$ cat src/rtl/ccc_pkg.sv
package ccc_pkg;

  localparam int COORD_BITS       = 24;
  localparam int NORMAL_FRAC_BITS = 14;
  localparam int NORMAL_BITS      = NORMAL_FRAC_BITS + 2;
  localparam int RADIUS_BITS      = COORD_BITS - 1;
  localparam int MAG_BITS         = COORD_BITS + 1;
  localparam int SQ_BITS          = 2 * MAG_BITS;
  localparam int ROOT_BITS        = MAG_BITS;
  localparam int REM_BITS         = ROOT_BITS + 1;
  localparam int QUOT_BITS        = NORMAL_FRAC_BITS + 1;
  localparam int NUM_BITS         = MAG_BITS + NORMAL_FRAC_BITS;
  localparam int DREM_BITS        = ROOT_BITS;
  localparam int PROD_BITS        = QUOT_BITS + RADIUS_BITS;

  typedef struct packed {
    logic [MAG_BITS-1:0]    mx;
    logic [MAG_BITS-1:0]    my;
    logic                   nxneg;
    logic                   nyneg;
    logic [RADIUS_BITS-1:0] ra;
    logic [RADIUS_BITS-1:0] rb;
    logic                   hit;
    logic                   coinc;
  } side_t;

  typedef struct packed {
    logic                  valid;
    logic [REM_BITS-1:0]   rem;
    logic [ROOT_BITS-1:0]  root;
    logic [SQ_BITS-1:0]    rad;
    side_t                 side;
  } sq_t;

  typedef struct packed {
    logic                  valid;
    logic [ROOT_BITS-1:0]  den;
    logic [DREM_BITS-1:0]  rem_x;
    logic [QUOT_BITS-1:0]  low_x;
    logic [QUOT_BITS-1:0]  q_x;
    logic [DREM_BITS-1:0]  rem_y;
    logic [QUOT_BITS-1:0]  low_y;
    logic [QUOT_BITS-1:0]  q_y;
    side_t                 side;
  } dv_t;

endpackage

$ cat src/rtl/ccc_sqrt_cell.sv
module ccc_sqrt_cell (
  input  logic         clk,
  input  logic         rst,
  input  ccc_pkg::sq_t d,
  output ccc_pkg::sq_t q
);

  logic [ccc_pkg::REM_BITS+1:0] trial;
  logic [ccc_pkg::REM_BITS+1:0] sub;
  ccc_pkg::sq_t                 q_next;

  // one root digit: try to subtract (4*root + 1) from the extended remainder
  always_comb begin
    trial  = {d.rem, d.rad[ccc_pkg::SQ_BITS-1 -: 2]};
    sub    = {1'b0, d.root, 2'b01};
    q_next = d;
    q_next.rad = {d.rad[ccc_pkg::SQ_BITS-3:0], 2'b00};
    if (trial >= sub) begin
      q_next.rem  = ccc_pkg::REM_BITS'(trial - sub);
      q_next.root = {d.root[ccc_pkg::ROOT_BITS-2:0], 1'b1};
    end else begin
      q_next.rem  = ccc_pkg::REM_BITS'(trial);
      q_next.root = {d.root[ccc_pkg::ROOT_BITS-2:0], 1'b0};
    end
  end

  always_ff @(posedge clk) begin
    if (rst) begin
      q.valid <= 1'b0;
    end else begin
      q <= q_next;
    end
  end

endmodule

$ cat config.mk
export PLATFORM = sky130hd
export DESIGN_NAME = ccc_sqrt_cell
export DESIGN_NICKNAME = d
export VERILOG_FILES = /design/src/rtl/ccc_pkg.sv /design/src/rtl/ccc_sqrt_cell.sv
export SDC_FILE = /design/constraint.sdc
export NUM_CORES = 1
export LEC_CHECK = 0
export BUFFER_PORTS_ARGS = -buffer_cell sky130_fd_sc_hd__buf_2
export CAP_MARGIN = 40
export CORE_AREA = 2 2 156 158
export DETAILED_ROUTE_END_ITERATION = 12
export DIE_AREA = 0 0 158 160
export PLACE_DENSITY_LB_ADDON = 0.05
export REMOVE_ABC_BUFFERS = 1
export SLEW_MARGIN = 20
export SYNTH_ARGS = -nofsm -noshare
export SYNTH_HDL_FRONTEND = slang
export SYNTH_SLANG_ARGS = --single-unit
$ cat constraint.sdc
create_clock -name clk -period 6.3 [get_ports clk]
set_clock_uncertainty 0.1 [all_clocks]
set_input_delay 1.26 -clock clk [delete_from_list [all_inputs] [get_ports clk]]
set_output_delay 1.26 -clock clk [all_outputs]
set_load 0.005 [all_outputs]
==> out/qor.csv, run 1 <==
metric;value;unit
slew_headroom;0.5144;
cts_resized;0;
leakage;4.783;nW
finalNonFillerCells;1209;
drt_iter0_drc;322;
layout-drive-gt1-share;0.5238;
layout.nets;1103;
die_area;25280;um^2
synth_edf_count;199;
synth_flop_cell;edfxtp_1;
holdWs;900.4;ps
die_h;160;um
synth-seq-cells;200;
vdd_drop_max;0.0001729;V
fin_setup_tns;0;ps
first_pass_iters;5;
clk_pin_slew;80;ps
placed_area;10320;um^2
arrival;3840;ps
hold_viol;0;
crit_buf_inv;3;
num_rows;57;
maxSlewViolCount;0;
cts_tree;yes;
largest_reg_flops;200;
port_buffers;403;
async_reset_ff_frac;0;
startpoint;d[155];
setup_viol;0;
vias;5432;
detail-route-antenna-nets;0;
cp-end-kind;flop;
cts_num_sinks;200;
grt_first_pass_wirelength;32640;um
clockRootBuffer;clkbuf_16;
antenna_found_initial;3;
powerDensity;293.9;nW/um^2
seq_area_frac_synth;0.7557;
grt_pass1_vias;5456;
seq_area;5996;um^2
cts_buffers;17;
grt_max_degree;92;
die_w;158;um
fmax;0.2659;GHz
io_pins;406;
num-fill-cells;2251;
maxCapViolCount;0;
syn-cell-area;7934;um^2
drt-total-wl;22950;um
post-route-period-util;0.5970;
overflow;0;
grt.total_usage;0.1730;
min_path_type;in -> reg;
worstHoldStart;d[82];
h-tree-depth;4;
gp_congestion;0.8067;
area.growth.synth_to_final;37.66;%
rsz0062_at_grt;false;
dp_hpwl;18060;um
via_per_inst;4.493;
hold_end;q[82];
wl_per_cell;18.98;um
syn_avg_cell_area;17.29;um^2
drc;0;
worstHoldPathCells;1;
slowest_stage;a2111oi_2;
critPathRequiredTime;6380;ps
regMostFlops;q;
postCtsSetupBuffers;0;
critPathTopFamily;compound AO/OA/AOI/OAI gates;
crit_chain;buf_2, inv_1, ha_1, a2111oi_2, a21oi_4, a21oi_2, o31a_1, o21a_2, buf_12, mux2_1;
top_regs;q (200);
path_class;in -> reg;
core_area;23820;um^2
cts_hold_buf;0;
start_util;0.3331;
fin_crit;3761;ps
cp_max_fo;20;
worst_pin_slew;728.4;ps
slowest_delay;520;ps
crit_path_start_kind;primary input;
synthCells;459;
multiInputGateArea;1725;um^2
synth_cell_types;54;
synth_warnings;0;
dp_cells;1177;
cts.path.max_buffers;2;
final_area;10920;um^2
status;complete, no violations;
-- report_power, final --
group          switching [mW]  internal (mW)
Clock                   0.544          0.571
Sequential             0.0275           1.60
Combinational           0.238          0.228
Total                   0.810           2.40
-- Yosys cell counts, types with 2 or more instances --
cell type,n,area (um^2)
xnor2_1,20,175.2
o21ai_0,10,50.05
a31oi_1,2,12.51
inv_1,34,127.6
o21bai_1,3,22.52
nand4_1,7,43.79
buf_4,2,15.01
buf_6,3,33.78
nand2_1,12,45.04
a21o_1,7,52.55
xor2_1,4,35.03
nand3_1,5,25.02
edfxtp_1,199,5976
o211ai_1,5,37.54
a21oi_1,21,105.1
ha_1,27,337.8
nor2b_1,4,25.02
nor2_1,14,52.55
buf_2,6,30.03
clkbuf_1,2,7.510
a211o_1,3,26.28
mux2_1,7,78.83
o21ai_1,2,10.01
and3_1,2,12.51
mux2_4,16,240.2
o31ai_1,2,15.01
o22a_1,2,17.52
a211oi_1,3,22.52
o21a_1,5,37.54
nor4_1,2,12.51
or3_1,5,31.28
-- area by class of cell --
type,instances,area share
antenna,1,0.0002291
multi-input combinational,212,0.1580
tap,324,0.03712
inverter,35,0.01272
clock buffer,17,0.03895
clock inverter,14,0.01615
timing repair buffer,406,0.1879
sequential,200,0.5490
-- through the flow --
step	util	setup WS, ps	total power, mW
3_5_place_dp	0.4331	2066	2.134
5_1_grt	0.4584	2358	3.345
4_1_cts	0.4584	2512	3.251
2_1_floorplan	-	554.8	1.888
3_3_place_gp	0.4323	1894	2.128
6_report	0.4585	2539	3.209
-- routing by layer --
| layer | global-route usage | vias up | routed length, um |
|---|---|---|---|
| li1 | - | 2574 | - |
| met1 | 0.1913 | 2637 | 8784 |
| met2 | 0.3235 | 199 | 12280 |
| met3 | 0.04939 | 18 | 1641 |
| met4 | 0.04136 | 4 | 216 |
| met5 | 0 | - | 27 |
-- cells in the final DEF (no fill, tap or decap), types with 7 or more instances in the layout --
cell type  count
buf_2        403
edfxtp_1     199
inv_1         33
ha_1          27
a21oi_1       21
xnor2_1       20
clkbuf_16     17
mux2_4        16
nor2_1        14
nand2_1       12
o21ai_0       10
nand4_1        7
a21o_1         7
mux2_1         7
-- how the worst max path moves through the flow --
stage / end / slack [ps] / cells past startpoint
after CTS: q[182] / 2510 / 10
after global routing: q[182] / 2360 / 10
final: q[178] / 2540 / 10
after detailed placement: q[177] / 2070 / 11
after global placement: q[182] / 1890 / 9
after floorplan: q[0] / 550 / 1
-- cell families after synthesis --
family          synth area share
flops                     0.7557
other cells            0.0004727
compound gates           0.07128
buf+inv                  0.02744
mux                      0.04148
fa+ha+maj                0.04258
xor+xnor                 0.02649
simple gates             0.03454
Note: power is estimated with default switching activity, not from simulation.
==> run 2: changes to the inputs <==
==> constraint.sdc (replaced) <==
create_clock -name clk -period 3.5 [get_ports clk]
set_clock_uncertainty 0.1 [all_clocks]
set_input_delay 0.7 -clock clk [delete_from_list [all_inputs] [get_ports clk]]
set_output_delay 0.7 -clock clk [all_outputs]
set_load 0.005 [all_outputs]
==> run 2 against run 1 <==
  * Count of clock-buffer cells in the layout is 1 higher
  * Hold slack got worse by 560 ps
  * Total power up 81%
  * Critical endpoint unchanged
==> out/qor.csv, run 2 (synthesized netlist as in run 1, its figures left out) <==
metric;value;unit
clockRootBuffer;clkbuf_16;
powerDensity;525.7;nW/um^2
port_buffers;403;
core_area;23820;um^2
layout.nets;1114;
overflow;0;
largest_reg_flops;200;
maxCapViolCount;0;
first_pass_iters;4;
h-tree-depth;4;
cp-end-kind;flop;
die_h;160;um
post-route-period-util;0.8512;
fin_setup_tns;0;ps
cts_resized;0;
vias;5508;
cp_max_fo;15;
min_path_type;in -> reg;
vdd_drop_max;0.0002950;V
antenna_found_initial;5;
grt.total_usage;0.1767;
regMostFlops;q;
critPathRequiredTime;3580;ps
cts.path.max_buffers;2;
drc;0;
slew_headroom;0.6568;
top_regs;q (200);
cts_num_sinks;200;
final_common_cell;buf_2;
grt_max_degree;69;
fin_ws;520.8;ps
seq_area;5996;um^2
fin_crit;2979;ps
leakage;4.841;nW
finalNonFillerCells;1225;
die_area;25280;um^2
start_util;0.3331;
dp_hpwl;18460;um
drt_iter0_drc;271;
grt_first_pass_wirelength;33200;um
cts_buffers;17;
grt_pass1_vias;5489;
gp_congestion;0.8242;
setup_viol;0;
cts_tree;yes;
clk_pin_slew;80;ps
maxSlewViolCount;0;
multiInputGateArea;1725;um^2
dp_worst_setup_slack;30.55;ps
dp_cells;1188;
crit_path_start_kind;primary input;
layout-drive-gt1-share;0.5290;
num_rows;57;
arrival;3060;ps
postCtsSetupBuffers;0;
area.growth.synth_to_final;39.03;%
fmax;0.3357;GHz
path_class;in -> reg;
cts_hold_buf;0;
status;complete, no violations;
drt-total-wl;23300;um
via_per_inst;4.496;
worst_pin_slew;514.7;ps
rsz0062_at_grt;false;
io_pins;406;
die_w;158;um
mostFrequentLayoutCells;403 x buf_2, 199 x edfxtp_1, 33 x inv_1;
num-fill-cells;2279;
detail-route-antenna-nets;0;
hold_viol;0;
wl_per_cell;19.02;um
-- run 2: layout make-up --
type / instances / area share
diodes: 5 / 0.001134
multi-input cells: 212 / 0.1564
flip-flops and latches: 200 / 0.5436
repair buffers: 417 / 0.1946
clock inverters: 14 / 0.01599
clock buffers: 18 / 0.03891
inverters: 35 / 0.01259
well taps: 324 / 0.03675
-- run 2: where the power goes --
group / switching (mW) / total, mW / leakage, nW / internal (mW)
registers: 0.0482 / 2.93 / 1.96 / 2.88
logic: 0.434 / 0.859 / 2.59 / 0.425
clock network: 0.978 / 2.01 / 0.296 / 1.03
-- run 2: layer usage --
layer,GRT usage,vias to the layer above,wire length (um)
met5,0,-,13
met1,0.1991,2655,8717
met4,0.05733,2,451
met3,0.05617,27,1859
li1,-,2610,-
met2,0.3150,214,12260
-- run 2: path summary, 6_finish.rpt --
path	start	slack (ps)	end	cells past startpoint
hold / removal	d[124]	340	q[126]	1
setup / recovery	d[155]	520	q[178]	10
-- run 2: metrics by stage --
stage / power [mW] / hold WS [ps] / utilization / area [um^2]
2_1_floorplan: 3.398 / 671.6 / - / 7851
3_3_place_gp: 3.850 / 778.4 / 0.4371 / 10410
3_5_place_dp: 3.858 / 778.1 / 0.4371 / 10410
4_1_cts: 5.886 / 311.5 / 0.4625 / 11020
5_1_grt: 6.066 / 310.0 / 0.4629 / 11030
6_report: 5.799 / 336.3 / 0.4631 / 11030
-- run 2: worst max-delay path, cell delays in order --
cell and delay [ps]:
buf_2 90, inv_1 40, ha_1 390, a2111oi_2 490
a21oi_4 140, a21oi_2 170, o31a_1 230, o21a_2 180
buf_4 280, mux2_1 350
==> run 3: changes to the inputs <==
--- a/config.mk
+++ b/config.mk
@@ -5,11 +5,13 @@
 export SDC_FILE = /design/constraint.sdc
 export NUM_CORES = 1
 export LEC_CHECK = 0
-export BUFFER_PORTS_ARGS = -buffer_cell sky130_fd_sc_hd__buf_2
+export BUFFER_PORTS_ARGS = -buffer_cell sky130_fd_sc_hd__clkbuf_2
 export CAP_MARGIN = 40
 export CORE_AREA = 2 2 156 158
 export DETAILED_ROUTE_END_ITERATION = 12
 export DIE_AREA = 0 0 158 160
+export GPL_TIMING_DRIVEN = 0
+export HOLD_SLACK_MARGIN = 0.06
 export PLACE_DENSITY_LB_ADDON = 0.05
 export REMOVE_ABC_BUFFERS = 1
 export SLEW_MARGIN = 20
==> run 3 against run 2 <==
  * Critical path depth up 1
  * Setup slack worse by 300 ps
  * Combinational power down 2%
  * Core utilization down 0.29 points
  * Sequential power about the same
  * Die area unchanged
  * Highest routed layer is now met4
==> out/qor.csv, run 3 (synthesized netlist as in run 1, its figures left out) <==
metric;value;unit
status;complete, no violations;
cts_resized;0;
top_regs;q (200);
worst_pin_slew;519.2;ps
cts.path.max_buffers;2;
mostFrequentLayoutCells;403 x clkbuf_2, 199 x edfxtp_1, 33 x inv_1;
fmax;0.3047;GHz
layout-drive-gt1-share;0.5232;
overflow;0;
num_rows;57;
worstHoldPathCells;1;
grtUsageMet2;0.3121;
cts_buffers;17;
arrival;3360;ps
die_w;158;um
critPathRequiredTime;3580;ps
cp-end-kind;flop;
dp_cells;1177;
finalNonFillerCells;1210;
utilization;0.4601;
die_h;160;um
fin_crit;3282;ps
drt-total-wl;22430;um
clockRootBuffer;clkbuf_16;
detail-route-antenna-nets;0;
grt_max_degree;84;
dp_hpwl;17770;um
io_pins;406;
maxSlewViolCount;0;
use_met3;0.05075;
min_path_type;in -> reg;
final_common_cell;clkbuf_2;
num-fill-cells;2247;
leakage;4.875;nW
port_buffers;403;
start_util;0.3331;
postCtsSetupBuffers;0;
regMostFlops;q;
via_per_inst;4.483;
slew_headroom;0.6539;
clk_pin_slew;80;ps
first_pass_iters;4;
crit_path_start_kind;primary input;
cp_max_fo;15;
hold_end;q[119];
worstHoldStart;d[117];
core_area;23820;um^2
wl_per_cell;18.54;um
seq_area;5996;um^2
largest_reg_flops;200;
drt_iter0_drc;280;
path_class;in -> reg;
powerDensity;522.0;nW/um^2
vdd_drop_max;0.0002500;V
maxCapViolCount;0;
grt.total_usage;0.1723;
holdWs;333.5;ps
grt.met1_usage;0.1916;
rsz0062_at_grt;false;
cts_hold_buf;0;
post-route-period-util;0.9377;
fin_ws;218.2;ps
grt_pass1_vias;5481;
cts_num_sinks;200;
die_area;25280;um^2
h-tree-depth;4;
gp_congestion;0.7750;
drc;0;
hold_viol;0;
grt_busiest_layer;met2;
dp_worst_setup_slack;-381.8;ps
power.total;5.721;mW
layout.nets;1103;
multiInputGateArea;1732;um^2
cts_tree;yes;
vias;5424;
antenna_found_initial;1;
area.growth.synth_to_final;38.15;%
setup_viol;0;
grt_first_pass_wirelength;32340;um
[run 3: cell count changes in the layout (fill, tap and decap cells not counted), sizes merged]
cell and delta:
buf -414, inv -3, clkbuf +403, diode -4
clkinv +2, bufinv -1, clkinvlp +2
[run 3: critical path, stage by stage]
cell and delay [ps]:
clkbuf_2 90, inv_1 40, ha_1 340, nor2b_1 170
o31ai_2 410, a21oi_4 150, a21oi_2 290, o31a_1 270
o21a_4 330, buf_16 210, mux2_1 340
[run 3: worst max-delay path by stage]
stage,slack (ps),depth (start not counted),end,startpoint
floorplan,-1690,1,q[0],rst
global placement,-3190,2,q[20],rst
detailed placement,-380,11,q[180],d[150]
CTS,60,11,q[180],d[150]
global route,70,11,q[182],d[150]
finish,220,11,q[180],d[150]
[run 3: power by group]
group / total, mW / internal, mW / leakage, nW / switching (mW)
combinational: 0.844 / 0.416 / 2.64 / 0.428
clock: 1.94 / 0.958 / 0.278 / 0.982
sequential: 2.94 / 2.88 / 1.96 / 0.0551
total: 5.72 / 4.26 / 4.87 / 1.47
[run 3: layout make-up]
| cell class | instances | area share |
|---|---|---|
| diodes | 1 | 0.0002283 |
| clock buffers | 18 | 0.03916 |
| clock inverters | 14 | 0.01438 |
| inverters | 35 | 0.01267 |
| multi-input cells | 212 | 0.1580 |
| flip-flops and latches | 200 | 0.5470 |
| well taps | 324 | 0.03699 |
| repair buffers | 406 | 0.1916 |
[run 3: metal layers]
layer	routed length [um]	part of all wire	vias up
li1	-	-	2577
met1	8432	0.38	2621
met2	11840	0.53	204
met3	1771	0.079	22
met4	384	0.017	0
met5	0	0	-
[run 3: metrics by stage]
stage | setup TNS [ps] | instance area, um^2
floorplan | -339860 | 7851
global placement | -657880 | 10270
detailed placement | -6413 | 10360
CTS | 0 | 10950
global route | 0 | 10960
finish | 0 | 10960
