File: src/rtl/ccc_pkg.sv
package ccc_pkg;

  localparam int COORD_BITS       = 24;
  localparam int NORMAL_FRAC_BITS = 14;
  localparam int NORMAL_BITS      = NORMAL_FRAC_BITS + 2;
  localparam int RADIUS_BITS      = COORD_BITS - 1;
  localparam int MAG_BITS         = COORD_BITS + 1;
  localparam int SQ_BITS          = 2 * MAG_BITS;
  localparam int ROOT_BITS        = MAG_BITS;
  localparam int REM_BITS         = ROOT_BITS + 1;
  localparam int QUOT_BITS        = NORMAL_FRAC_BITS + 1;
  localparam int NUM_BITS         = MAG_BITS + NORMAL_FRAC_BITS;
  localparam int DREM_BITS        = ROOT_BITS;
  localparam int PROD_BITS        = QUOT_BITS + RADIUS_BITS;

  typedef struct packed {
    logic [MAG_BITS-1:0]    mx;
    logic [MAG_BITS-1:0]    my;
    logic                   nxneg;
    logic                   nyneg;
    logic [RADIUS_BITS-1:0] ra;
    logic [RADIUS_BITS-1:0] rb;
    logic                   hit;
    logic                   coinc;
  } side_t;

  typedef struct packed {
    logic                  valid;
    logic [REM_BITS-1:0]   rem;
    logic [ROOT_BITS-1:0]  root;
    logic [SQ_BITS-1:0]    rad;
    side_t                 side;
  } sq_t;

  typedef struct packed {
    logic                  valid;
    logic [ROOT_BITS-1:0]  den;
    logic [DREM_BITS-1:0]  rem_x;
    logic [QUOT_BITS-1:0]  low_x;
    logic [QUOT_BITS-1:0]  q_x;
    logic [DREM_BITS-1:0]  rem_y;
    logic [QUOT_BITS-1:0]  low_y;
    logic [QUOT_BITS-1:0]  q_y;
    side_t                 side;
  } dv_t;

endpackage

File: src/rtl/ccc_div_cell.sv
module ccc_div_cell (
  input  logic         clk,
  input  logic         rst,
  input  ccc_pkg::dv_t d,
  output ccc_pkg::dv_t q
);

  logic [ccc_pkg::DREM_BITS:0] trial_x;
  logic [ccc_pkg::DREM_BITS:0] trial_y;
  ccc_pkg::dv_t                q_next;

  // one quotient bit per lane, shared divisor
  always_comb begin
    trial_x = {d.rem_x, d.low_x[ccc_pkg::QUOT_BITS-1]};
    trial_y = {d.rem_y, d.low_y[ccc_pkg::QUOT_BITS-1]};
    q_next  = d;
    q_next.low_x = {d.low_x[ccc_pkg::QUOT_BITS-2:0], 1'b0};
    q_next.low_y = {d.low_y[ccc_pkg::QUOT_BITS-2:0], 1'b0};
    if (trial_x >= {1'b0, d.den}) begin
      q_next.rem_x = ccc_pkg::DREM_BITS'(trial_x - {1'b0, d.den});
      q_next.q_x   = {d.q_x[ccc_pkg::QUOT_BITS-2:0], 1'b1};
    end else begin
      q_next.rem_x = ccc_pkg::DREM_BITS'(trial_x);
      q_next.q_x   = {d.q_x[ccc_pkg::QUOT_BITS-2:0], 1'b0};
    end
    if (trial_y >= {1'b0, d.den}) begin
      q_next.rem_y = ccc_pkg::DREM_BITS'(trial_y - {1'b0, d.den});
      q_next.q_y   = {d.q_y[ccc_pkg::QUOT_BITS-2:0], 1'b1};
    end else begin
      q_next.rem_y = ccc_pkg::DREM_BITS'(trial_y);
      q_next.q_y   = {d.q_y[ccc_pkg::QUOT_BITS-2:0], 1'b0};
    end
  end

  always_ff @(posedge clk) begin
    if (rst) begin
      q.valid <= 1'b0;
    end else begin
      q <= q_next;
    end
  end

endmodule

File: config.mk
export PLATFORM = sky130hd
export DESIGN_NAME = ccc_div_cell
export DESIGN_NICKNAME = d
export VERILOG_FILES = /design/src/rtl/ccc_pkg.sv /design/src/rtl/ccc_div_cell.sv
export SDC_FILE = /design/constraint.sdc
export NUM_CORES = 1
export LEC_CHECK = 0
export BUFFER_PORTS_ARGS = -buffer_cell sky130_fd_sc_hd__buf_4
export CAP_MARGIN = 20
export CORE_AREA = 2 2 186 188
export CTS_BUF_LIST = sky130_fd_sc_hd__clkbuf_16
export CTS_CLUSTER_DIAMETER = 120
export CTS_CLUSTER_SIZE = 8
export DETAILED_ROUTE_END_ITERATION = 6
export DIE_AREA = 0 0 188 190
export PLACE_DENSITY_LB_ADDON = 0.08
export SLEW_MARGIN = 20
export SYNTH_ARGS = -nofsm -noshare
export SYNTH_HDL_FRONTEND = slang
export SYNTH_SLANG_ARGS = --single-unit
File: constraint.sdc
create_clock -name clk -period 12.8 [get_ports clk]
set_input_delay 0 -clock clk [delete_from_list [all_inputs] [get_ports clk]]
set_output_delay 0 -clock clk [all_outputs]
set_load 0.05 [all_outputs]
==> flow_metrics.tcl, run 1 <==
set metrics [dict create \
    grt_use_total_pct 19.9 \
    viasPerCell 4.62 \
    min_from "d[154]" \
    holdPathStages 5 \
    seqPwrFrac_pct 38.2 \
    cp.arrival_ps 3290 \
    grt-ovfl-total 0 \
    antenna_left 0 \
    final_util_pct 53.3 \
    final_max_slew_viol_count 0 \
    drtIter0Drc 335 \
    max_slew_margin_pct 27.8 \
    syn_avg_cell_area_sq_um 15.2 \
    path_max_fanout 24 \
    grt_pass1_vias 8796 \
    p_int_mw 1.70 \
    path_clk_slew_ps 60 \
    die_area_sq_mm 0.0357 \
    synthDominantCellAreaShare_pct 64.6 \
    ir_drop_v 0.0000877 \
    synth.area.top_cells "edfxtp_1, ha_1, mux2_4" \
    hold_end "q[154]$_DFFE_PN_" \
    cts_resized 0 \
    drc_errors 0 \
    hold_path.class "in2reg" \
    nNetsFinal 1730 \
    clkPwrFrac_pct 32.1 \
    p_sw_share_pct 31.8 \
    largest_register_ffs 234 \
    drv_cap 0 \
    drt_wl_total_microns 37000 \
    portBuffers 469 \
    tns_ps 0 \
    worstPathRequired_ps 13040 \
    ys.flop_type "edfxtp_1" \
    ys_top_cells_by_count "edfxtp_1, ha_1, inv_1, mux2_4, a21oi_1" \
    core_sq_mm 0.0339 \
    startpoint_type "input pin" \
    clockRootBuffer "clkbuf_16" \
    yosysUniqueCellTypes 79 \
    gp_congestion 0.832 \
    ys_seq_area_share_pct 64.8 \
    grt_pass1_wl_microns 53900 \
    yosysMostFrequentCell "edfxtp_1" \
    post_cts_buffers 0 \
    setup_viol 0 \
    start_util_pct 31.9 \
    cts_made_buffers 35 \
    power_leakage_nw 7.82 \
    tightestPinTransition_ps 1080 \
    syn2layout_area_growth_pct 66.8 \
    status "finished clean" \
    yosysTopAreaCell "edfxtp_1" \
    antenna_found_initial 3 \
    cp-end-kind "flip-flop" \
    synthCells 715 \
    regMostFlops "q" \
    grt_start_max_net_pins 91 \
    die_h_microns 190 \
    crit_type "in2reg" \
    async_reset_ff_share_pct 0 \
    holdWs_ps 81.2 \
    drive_gt1_share_pct 40.0 \
    clock_path_buffers 3 \
    ys_warn_count 0 \
    htree_levels 2 \
    period_share_pct 23.8 \
    cts_num_sinks 234 \
    dp_hpwl_microns 27600 \
    synth_seq_cells 234 \
    p_switching_uw 792 \
    combPwrFrac_pct 29.6 \
    drtPass1Iterations 4 \
    num_vias 8802 \
    rsz0062_at_grt "false" \
    reg_top3 "q: 234 flops" \
    avgRoutedWirePerCell_microns 19.4 \
    finalHoldViolations 0 \
    die_x_microns 188 \
    synth-edff-count 233 \
    max_freq_mhz 328 \
    io-pin-count 474 \
    syn_area_sq_mm 0.0108 \
    powerDensity_mw_per_mm2 138 \
    row_count 68 \
    min_period_ps 3040 \
    holdBufCountCts 232 \
    cts_tree "done" \
    fillCellCount 2945 \
]
-- worst max-delay path: stages --
cell and delay, ps:
dlygate4sd3_1 560, buf_4 140, inv_1 70, ha_1 170, inv_1 60, fa_1 410
a21oi_2 210, o21ai_2 100, a2111oi_4 440, o21ai_2 160, a31oi_4 270, o21ai_4 80
buf_4 270, mux2_4 340
-- power by group through the flow --
stage                     clock (mW)  sequential (mW)  combinational (mW)
after detailed placement           0            0.967               0.680
final                          0.801            0.952               0.739
after global routing           0.861            0.959               0.777
after global placement             0            0.965               0.679
after CTS                      0.828            0.953               0.743
after floorplan                    0             1.23               0.193
-- cell families (layout without fill, tap and decap cells) --
| logic type | Yosys count | after routing | synth area share, % |
|---|---|---|---|
| mux | 45 | 45 | 5.82 |
| xor+xnor | 31 | 31 | 2.51 |
| buf+inv | 58 | 789 | 2.68 |
| other cells | 1 | 5 | 0.0346 |
| flops | 234 | 234 | 64.8 |
| fa+ha+maj | 52 | 52 | 6.14 |
| compound gates | 172 | 172 | 12.0 |
| simple gates | 122 | 122 | 6.12 |
-- how the worst max path moves through the flow --
| stage | from | to | cells past startpoint |
|---|---|---|---|
| 2_1_floorplan | rst | q[0]$_DFFE_PN_ | 1 |
| 3_3_place_gp | d[184] | q[187]$_DFFE_PN_ | 13 |
| 3_5_place_dp | d[184] | q[205]$_DFFE_PN_ | 13 |
| 4_1_cts | d[184] | q[196]$_DFFE_PN_ | 14 |
| 5_1_grt | d[129] | q[136]$_DFFE_PN_ | 14 |
| 6_report | d[129] | q[136]$_DFFE_PN_ | 14 |
-- final cells by class --
class	instances	area (sq um)	area share [%]
diodes	3	7.51	0.0415
clock buffers	35	876	4.84
clock inverters	9	43.8	0.242
inverters	41	166	0.920
multi-input cells	424	3530	19.5
flip-flops and latches	234	7020	38.8
well taps	455	569	3.15
repair buffers	704	5870	32.4
-- cells in the final DEF, fill, tap and decap left out, types with 4 or more instances in the layout --
master         instances
xor2_1                14
o21a_1                12
nand3_1               13
and4_1                 7
nor3_1                 9
nor2_1                24
nand4_1                7
buf_4                472
nand2_1               22
dlygate4sd3_1        232
inv_1                 46
nor2b_1                5
xnor2_1               17
mux2_2                 8
o21ai_0               22
o21bai_1               7
o31ai_1                8
a211oi_1               8
ha_1                  50
o211ai_1               6
and3_1                 6
clkbuf_16             35
a31oi_1                6
o21ai_2                4
or3_1                  5
and2_1                 6
a21oi_1               28
mux2_4                34
a21o_1                26
edfxtp_1             233
-- layer usage --
metal  up-vias  routed length [microns]  GRT usage [%]
met1      4188                    14600           23.2
li1       4239                        -              -
met5         -                       15              0
met2       320                    19000           35.9
met4         2                      845           5.54
met3        53                     2460           5.44
-- per-stage QoR --
stage                     cells  power [mW]  cell area (sq um)  setup slack, ps
after floorplan             716        1.42              10800             7730
after global placement     1626        1.64              14800             9780
after detailed placement   1626        1.65              14800             9800
after CTS                  1902        2.52              18100             9750
after global routing       1904        2.60              18100             9590
final                      1905        2.49              18100             9760
Note: power is estimated with default switching activity, not from simulation.
==> run 2: changes to the inputs <==
--- a/config.mk
+++ b/config.mk
@@ -7,12 +7,12 @@
 export LEC_CHECK = 0
 export BUFFER_PORTS_ARGS = -buffer_cell sky130_fd_sc_hd__buf_4
 export CAP_MARGIN = 20
-export CORE_AREA = 2 2 186 188
+export CORE_AREA = 2 2 182 184
 export CTS_BUF_LIST = sky130_fd_sc_hd__clkbuf_16
 export CTS_CLUSTER_DIAMETER = 120
 export CTS_CLUSTER_SIZE = 8
 export DETAILED_ROUTE_END_ITERATION = 6
-export DIE_AREA = 0 0 188 190
+export DIE_AREA = 0 0 184 186
 export PLACE_DENSITY_LB_ADDON = 0.08
 export SLEW_MARGIN = 20
 export SYNTH_ARGS = -nofsm -noshare
==> constraint.sdc (replaced) <==
create_clock -name clk -period 2.7 [get_ports clk]
set_input_delay 0 -clock clk [delete_from_list [all_inputs] [get_ports clk]]
set_output_delay 0 -clock clk [all_outputs]
set_load 0.05 [all_outputs]
==> run 2 against run 1 <==
  * Sequential power grew to 4.8 times the previous value
  * Via count grew 3.0%
  * Combinational power grew to 4.8 times the previous value
  * Critical path depth shrank 3
  * Worst hold slack is essentially flat
  * Non-clock buffer count grew 26
  * Clock power grew to 4.9 times the previous value
  * Global-route usage grew 1.5 points
  * Final area grew 1.5%
  * Highest routed layer unchanged
  * Count of clock-buffer cells in the layout grew 1
  * Critical path type unchanged
  * Power grew to 4.8 times the previous value
  * First-iteration DRC count grew 26%
==> flow_metrics.tcl, run 2 (synthesis gave the netlist of run 1 again) <==
set metrics [dict create \
    status "finished clean" \
    grt_pass1_vias 9168 \
    cts_made_buffers 35 \
    min_from "d[210]" \
    grt_start_max_net_pins 113 \
    crit_type "in2reg" \
    rsz0062_at_grt "false" \
    nNetsFinal 1758 \
    final_common_cell "buf_4" \
    num_vias 9069 \
    max_freq_mhz 381 \
    regMostFlops "q" \
    antenna_found_initial 4 \
    startpoint_type "input pin" \
    hold_end "q[185]$_DFFE_PN_" \
    viasPerCell 4.80 \
    crit_start "d[218]" \
    cts_tree "done" \
    die_area_sq_mm 0.0342 \
    min_period_ps 2620 \
    gp_congestion 0.854 \
    drv_cap 0 \
    die_x_microns 184 \
    cts_num_sinks 234 \
    setup_viol 0 \
    clock_path_buffers 3 \
    final_max_slew_viol_count 0 \
    grt_use_total_pct 21.4 \
    io-pin-count 474 \
    reg_top3 "q: 234 flops" \
    htree_levels 2 \
    drt_wl_total_microns 39000 \
    total_power_mw 12.0 \
    syn2layout_area_growth_pct 69.4 \
    start_util_pct 33.6 \
    final_util_pct 57.0 \
    max_slew_margin_pct 44.1 \
    hold_path.class "in2reg" \
    grt_pass1_wl_microns 54800 \
    powerDensity_mw_per_mm2 655 \
    path_max_fanout 5 \
    tightestPinTransition_ps 838 \
    final_cell_mix "buf_4, dlygate4sd3_1, edfxtp_1" \
    antenna_left 0 \
    core_sq_mm 0.0322 \
    dp_hpwl_microns 28000 \
    largest_register_ffs 234 \
    worstPathRequired_ps 2940 \
    path_clk_slew_ps 50 \
    period_share_pct 97.2 \
    cp.arrival_ps 2860 \
    portBuffers 469 \
    drc_errors 0 \
    holdPathStages 3 \
    clockRootBuffer "clkbuf_16" \
    finalHoldViolations 0 \
    ir_drop_v 0.000366 \
    drtPass1Iterations 5 \
    avgRoutedWirePerCell_microns 20.6 \
    row_count 66 \
    drive_gt1_share_pct 41.3 \
    power_leakage_nw 8.00 \
    cp-end-kind "flip-flop" \
    die_h_microns 186 \
    drtIter0Drc 422 \
    grt-ovfl-total 0 \
]
-- run 2: cell count changes in the layout (fill, tap and decap cells not counted), sizes merged --
cell and delta:
inv +1, dlymetal6s4s +1, clkinv +2, clkinvlp +1
dlygate4sd3 +1, clkbuf +1, buf +24
-- run 2: critical path, cell delays in order --
cell and delay [ps]:
dlygate4sd3_1 560, buf_4 140, inv_1 120, ha_1 300
a211oi_2 270, o21bai_1 180, a221o_1 440, o211ai_4 240
mux2i_1 250, nor4_2 80, mux2_4 260
-- run 2: per-layer routing --
layer	GRT usage, %	up-vias	share of wire (%)
li1	-	4302	-
met1	24.4	4346	38
met3	5.73	87	7.3
met4	9.47	2	4.3
met5	0	-	0.033
met2	37.8	332	50
-- run 2: per-stage QoR --
stage / hold slack, ps / cells / setup slack, ps / TNS (ps) / instance area [sq um]
finish: 81.5 / 1889 / 75.5 / 0 / 18400
global route: 75.1 / 1889 / 1.35 / 0 / 18400
CTS: 11.5 / 1882 / 17.2 / 0 / 18300
detailed placement: 179 / 1602 / -47.4 / -613 / 15000
global placement: 178 / 1602 / -21.6 / -183 / 15000
floorplan: 71.6 / 716 / -1100 / -256620 / 10800
-- run 2: what timing repair did --
item / 4_1_cts / 5_1_grt
hold buffers: 233 / 1
hold endpoints to repair: 231 / 1
buffers inserted: 0 / 2
setup endpoints to repair: 0 / 41
resized for setup: 0 / 9
-- run 2: worst max-delay path by stage --
stage | endpoint | slack (ps)
4_1_cts | q[204]$_DFFE_PN_ | 20
3_3_place_gp | q[136]$_DFFE_PN_ | -20
5_1_grt | q[204]$_DFFE_PN_ | 1
3_5_place_dp | q[137]$_DFFE_PN_ | -50
2_1_floorplan | q[0]$_DFFE_PN_ | -1100
6_report | q[204]$_DFFE_PN_ | 80
-- run 2: final cells by class --
class / count / area (sq um)
Fill cell: 2690 / 13900
Sequential cell: 234 / 7020
Timing Repair Buffer: 730 / 6110
Multi-Input combinational cell: 424 / 3560
Clock buffer: 36 / 901
Tap cell: 408 / 510
Inverter: 41 / 170
Clock inverter: 11 / 63.8
Timing Repair inverter: 2 / 17.5
Antenna cell: 3 / 7.51
-- run 2: power by group --
part           internal (mW)  switching, mW
combinational           1.40           2.18
clock                   2.36           1.54
sequential              4.42          0.107
==> run 3: changes to the inputs <==
--- a/config.mk
+++ b/config.mk
@@ -14,6 +14,7 @@
 export DETAILED_ROUTE_END_ITERATION = 6
 export DIE_AREA = 0 0 184 186
 export PLACE_DENSITY_LB_ADDON = 0.08
+export RECOVER_POWER = 100
 export SLEW_MARGIN = 20
 export SYNTH_ARGS = -nofsm -noshare
 export SYNTH_HDL_FRONTEND = slang
==> run 3 against run 2 <==
  * The flow now finishes with violations (capacitance limit, slew limit)
  * Count of clock-buffer cells in the layout unchanged
  * Combinational power decreased by 8.7%
  * Sequential share of layout area increased by 2.1 points
  * Routed wire length decreased by 0.17%
  * Worst hold slack better by 44 ps
  * Core utilization decreased by 2.9 points
  * Sequential cell count unchanged
  * Critical path depth did not move
  * Final cell count is the same
  * Global-route usage unchanged
==> flow_metrics.tcl, run 3 (synthesis gave the netlist of run 1 again) <==
set metrics [dict create \
    p_switching_mw 3.82 \
    dp_hpwl_microns 28000 \
    period_share_pct 97.2 \
    gp_congestion 0.854 \
    grt-ovfl-total 0 \
    multi_input_area_sq_mm 0.00356 \
    nNetsFinal 1758 \
    final_cells 1889 \
    startpoint_type "input pin" \
    cts_tree "done" \
    drtPass1Iterations 4 \
    final_common_cell "clkbuf_1" \
    die_h_microns 186 \
    clkPwrFrac_pct 33.4 \
    drive_gt1_share_pct 24.8 \
    finalHoldViolations 0 \
    io-pin-count 474 \
    ir_drop_v 0.000358 \
    grt_start_max_net_pins 113 \
    htree_levels 2 \
    p_int_mw 7.88 \
    powerDensity_mw_per_mm2 672 \
    grt_pass1_vias 9168 \
    fillCellCount 2959 \
    min_period_ps 2620 \
    die_x_microns 184 \
    cts_num_sinks 234 \
    combPwrFrac_pct 27.9 \
    start_util_pct 33.6 \
    die_area_sq_mm 0.0342 \
    min_from "d[207]" \
    tightestPinTransition_ps 1630 \
    drc_errors 0 \
    worstPathRequired_ps 2940 \
    cp.arrival_ps 2860 \
    antenna_found_initial 4 \
    status "finished with violations" \
    clock_path_buffers 3 \
    max_freq_mhz 381 \
    hold_path.class "in2reg" \
    final_max_slew_viol_count 177 \
    fin_area_sq_mm 0.0174 \
    row_count 66 \
    drv_cap 2 \
    setup_viol 0 \
    path_clk_slew_ps 50 \
    antenna_left 0 \
    final-seq-area_sq_mm 0.00702 \
    crit_type "in2reg" \
    avgRoutedWirePerCell_microns 20.6 \
    clockRootBuffer "clkbuf_16" \
    postPlaceCellArea_sq_mm 0.0150 \
    drtIter0Drc 371 \
    reg_top3 "q: 234 flops" \
    cp-end-kind "flip-flop" \
    power_leakage_nw 7.07 \
    dp_cells 1602 \
    total_power_mw 11.7 \
    crit_start "d[218]" \
    largest_register_ffs 234 \
    seqPwrFrac_pct 38.7 \
    core_sq_mm 0.0322 \
    num_vias 9067 \
    grt_use_total_pct 21.4 \
    violations "capacitance limit, slew limit" \
    viasPerCell 4.80 \
    max_slew_margin_pct -9.00 \
    cts_made_buffers 35 \
    portBuffers 469 \
    syn2layout_area_growth_pct 60.7 \
    path_max_fanout 5 \
    grt_pass1_wl_microns 54800 \
    final_cell_mix "clkbuf_1, dlygate4sd3_1, edfxtp_1" \
    regMostFlops "q" \
    drt_wl_total_microns 38900 \
    p_sw_share_pct 32.7 \
]
run 3: changes by cell type in the layout (fill, tap and decap cells not counted), sizes merged:
cell,delta
buf,-415
clkbuf,+415
run 3: cell type report:
class	instances	share of cell area [%]
flip-flops and latches	234	40.3
repair buffers	730	29.7
multi-input cells	424	20.4
clock buffers	36	5.17
well taps	408	2.93
inverters	41	0.963
clock inverters	11	0.366
repair inverters	2	0.0862
diodes	3	0.0431
run 3: stage by stage:
stage | TNS [ps] | setup slack (ps) | hold slack, ps | util, %
2_1_floorplan | -256620 | -1100 | 71.6 | -
3_3_place_gp | -183 | -21.6 | 178 | 46.5
3_5_place_dp | -613 | -47.4 | 179 | 46.5
4_1_cts | 0 | 17.2 | 11.5 | 56.7
5_1_grt | -11.9 | -11.9 | 136 | 54.1
6_report | 0 | 76.2 | 125 | 54.1
run 3: power by group through the flow:
stage          logic (mW)  registers (mW)  clock network, mW
2_1_floorplan       0.914            5.82                  0
6_report             3.27            4.53               3.91
4_1_cts              3.57            4.53               4.02
5_1_grt              3.44            4.56               4.18
3_3_place_gp         3.26            4.59                  0
3_5_place_dp         3.27            4.59                  0
run 3: critical path: stages:
cell and delay (ps):
dlygate4sd3_1 560, buf_4 140, inv_1 120, ha_1 300, a211oi_2 270, o21bai_1 180, a221o_1 440, o211ai_4 240
mux2i_1 250, nor4_2 80, mux2_4 260
run 3: path summary, 6_finish.rpt:
| check | end | slack, ps | cells past startpoint |
|---|---|---|---|
| worst max-delay path | q[204]$_DFFE_PN_ | 80 | 11 |
| worst min-delay path | q[208]$_DFFE_PN_ | 130 | 4 |
run 3: timing repair:
item	in CTS	in global routing
setup buffers	0	2
setup endpoints to repair	0	41
hold buffers	233	1
gates resized for setup	0	9
endpoints found under the hold margin	231	1
run 3: metal layers:
layer | routed length, microns | global-route usage (%)
met1 | 14800 | 24.4
met2 | 19400 | 37.8
met3 | 2920 | 5.73
met4 | 1700 | 9.47
met5 | 13 | 0
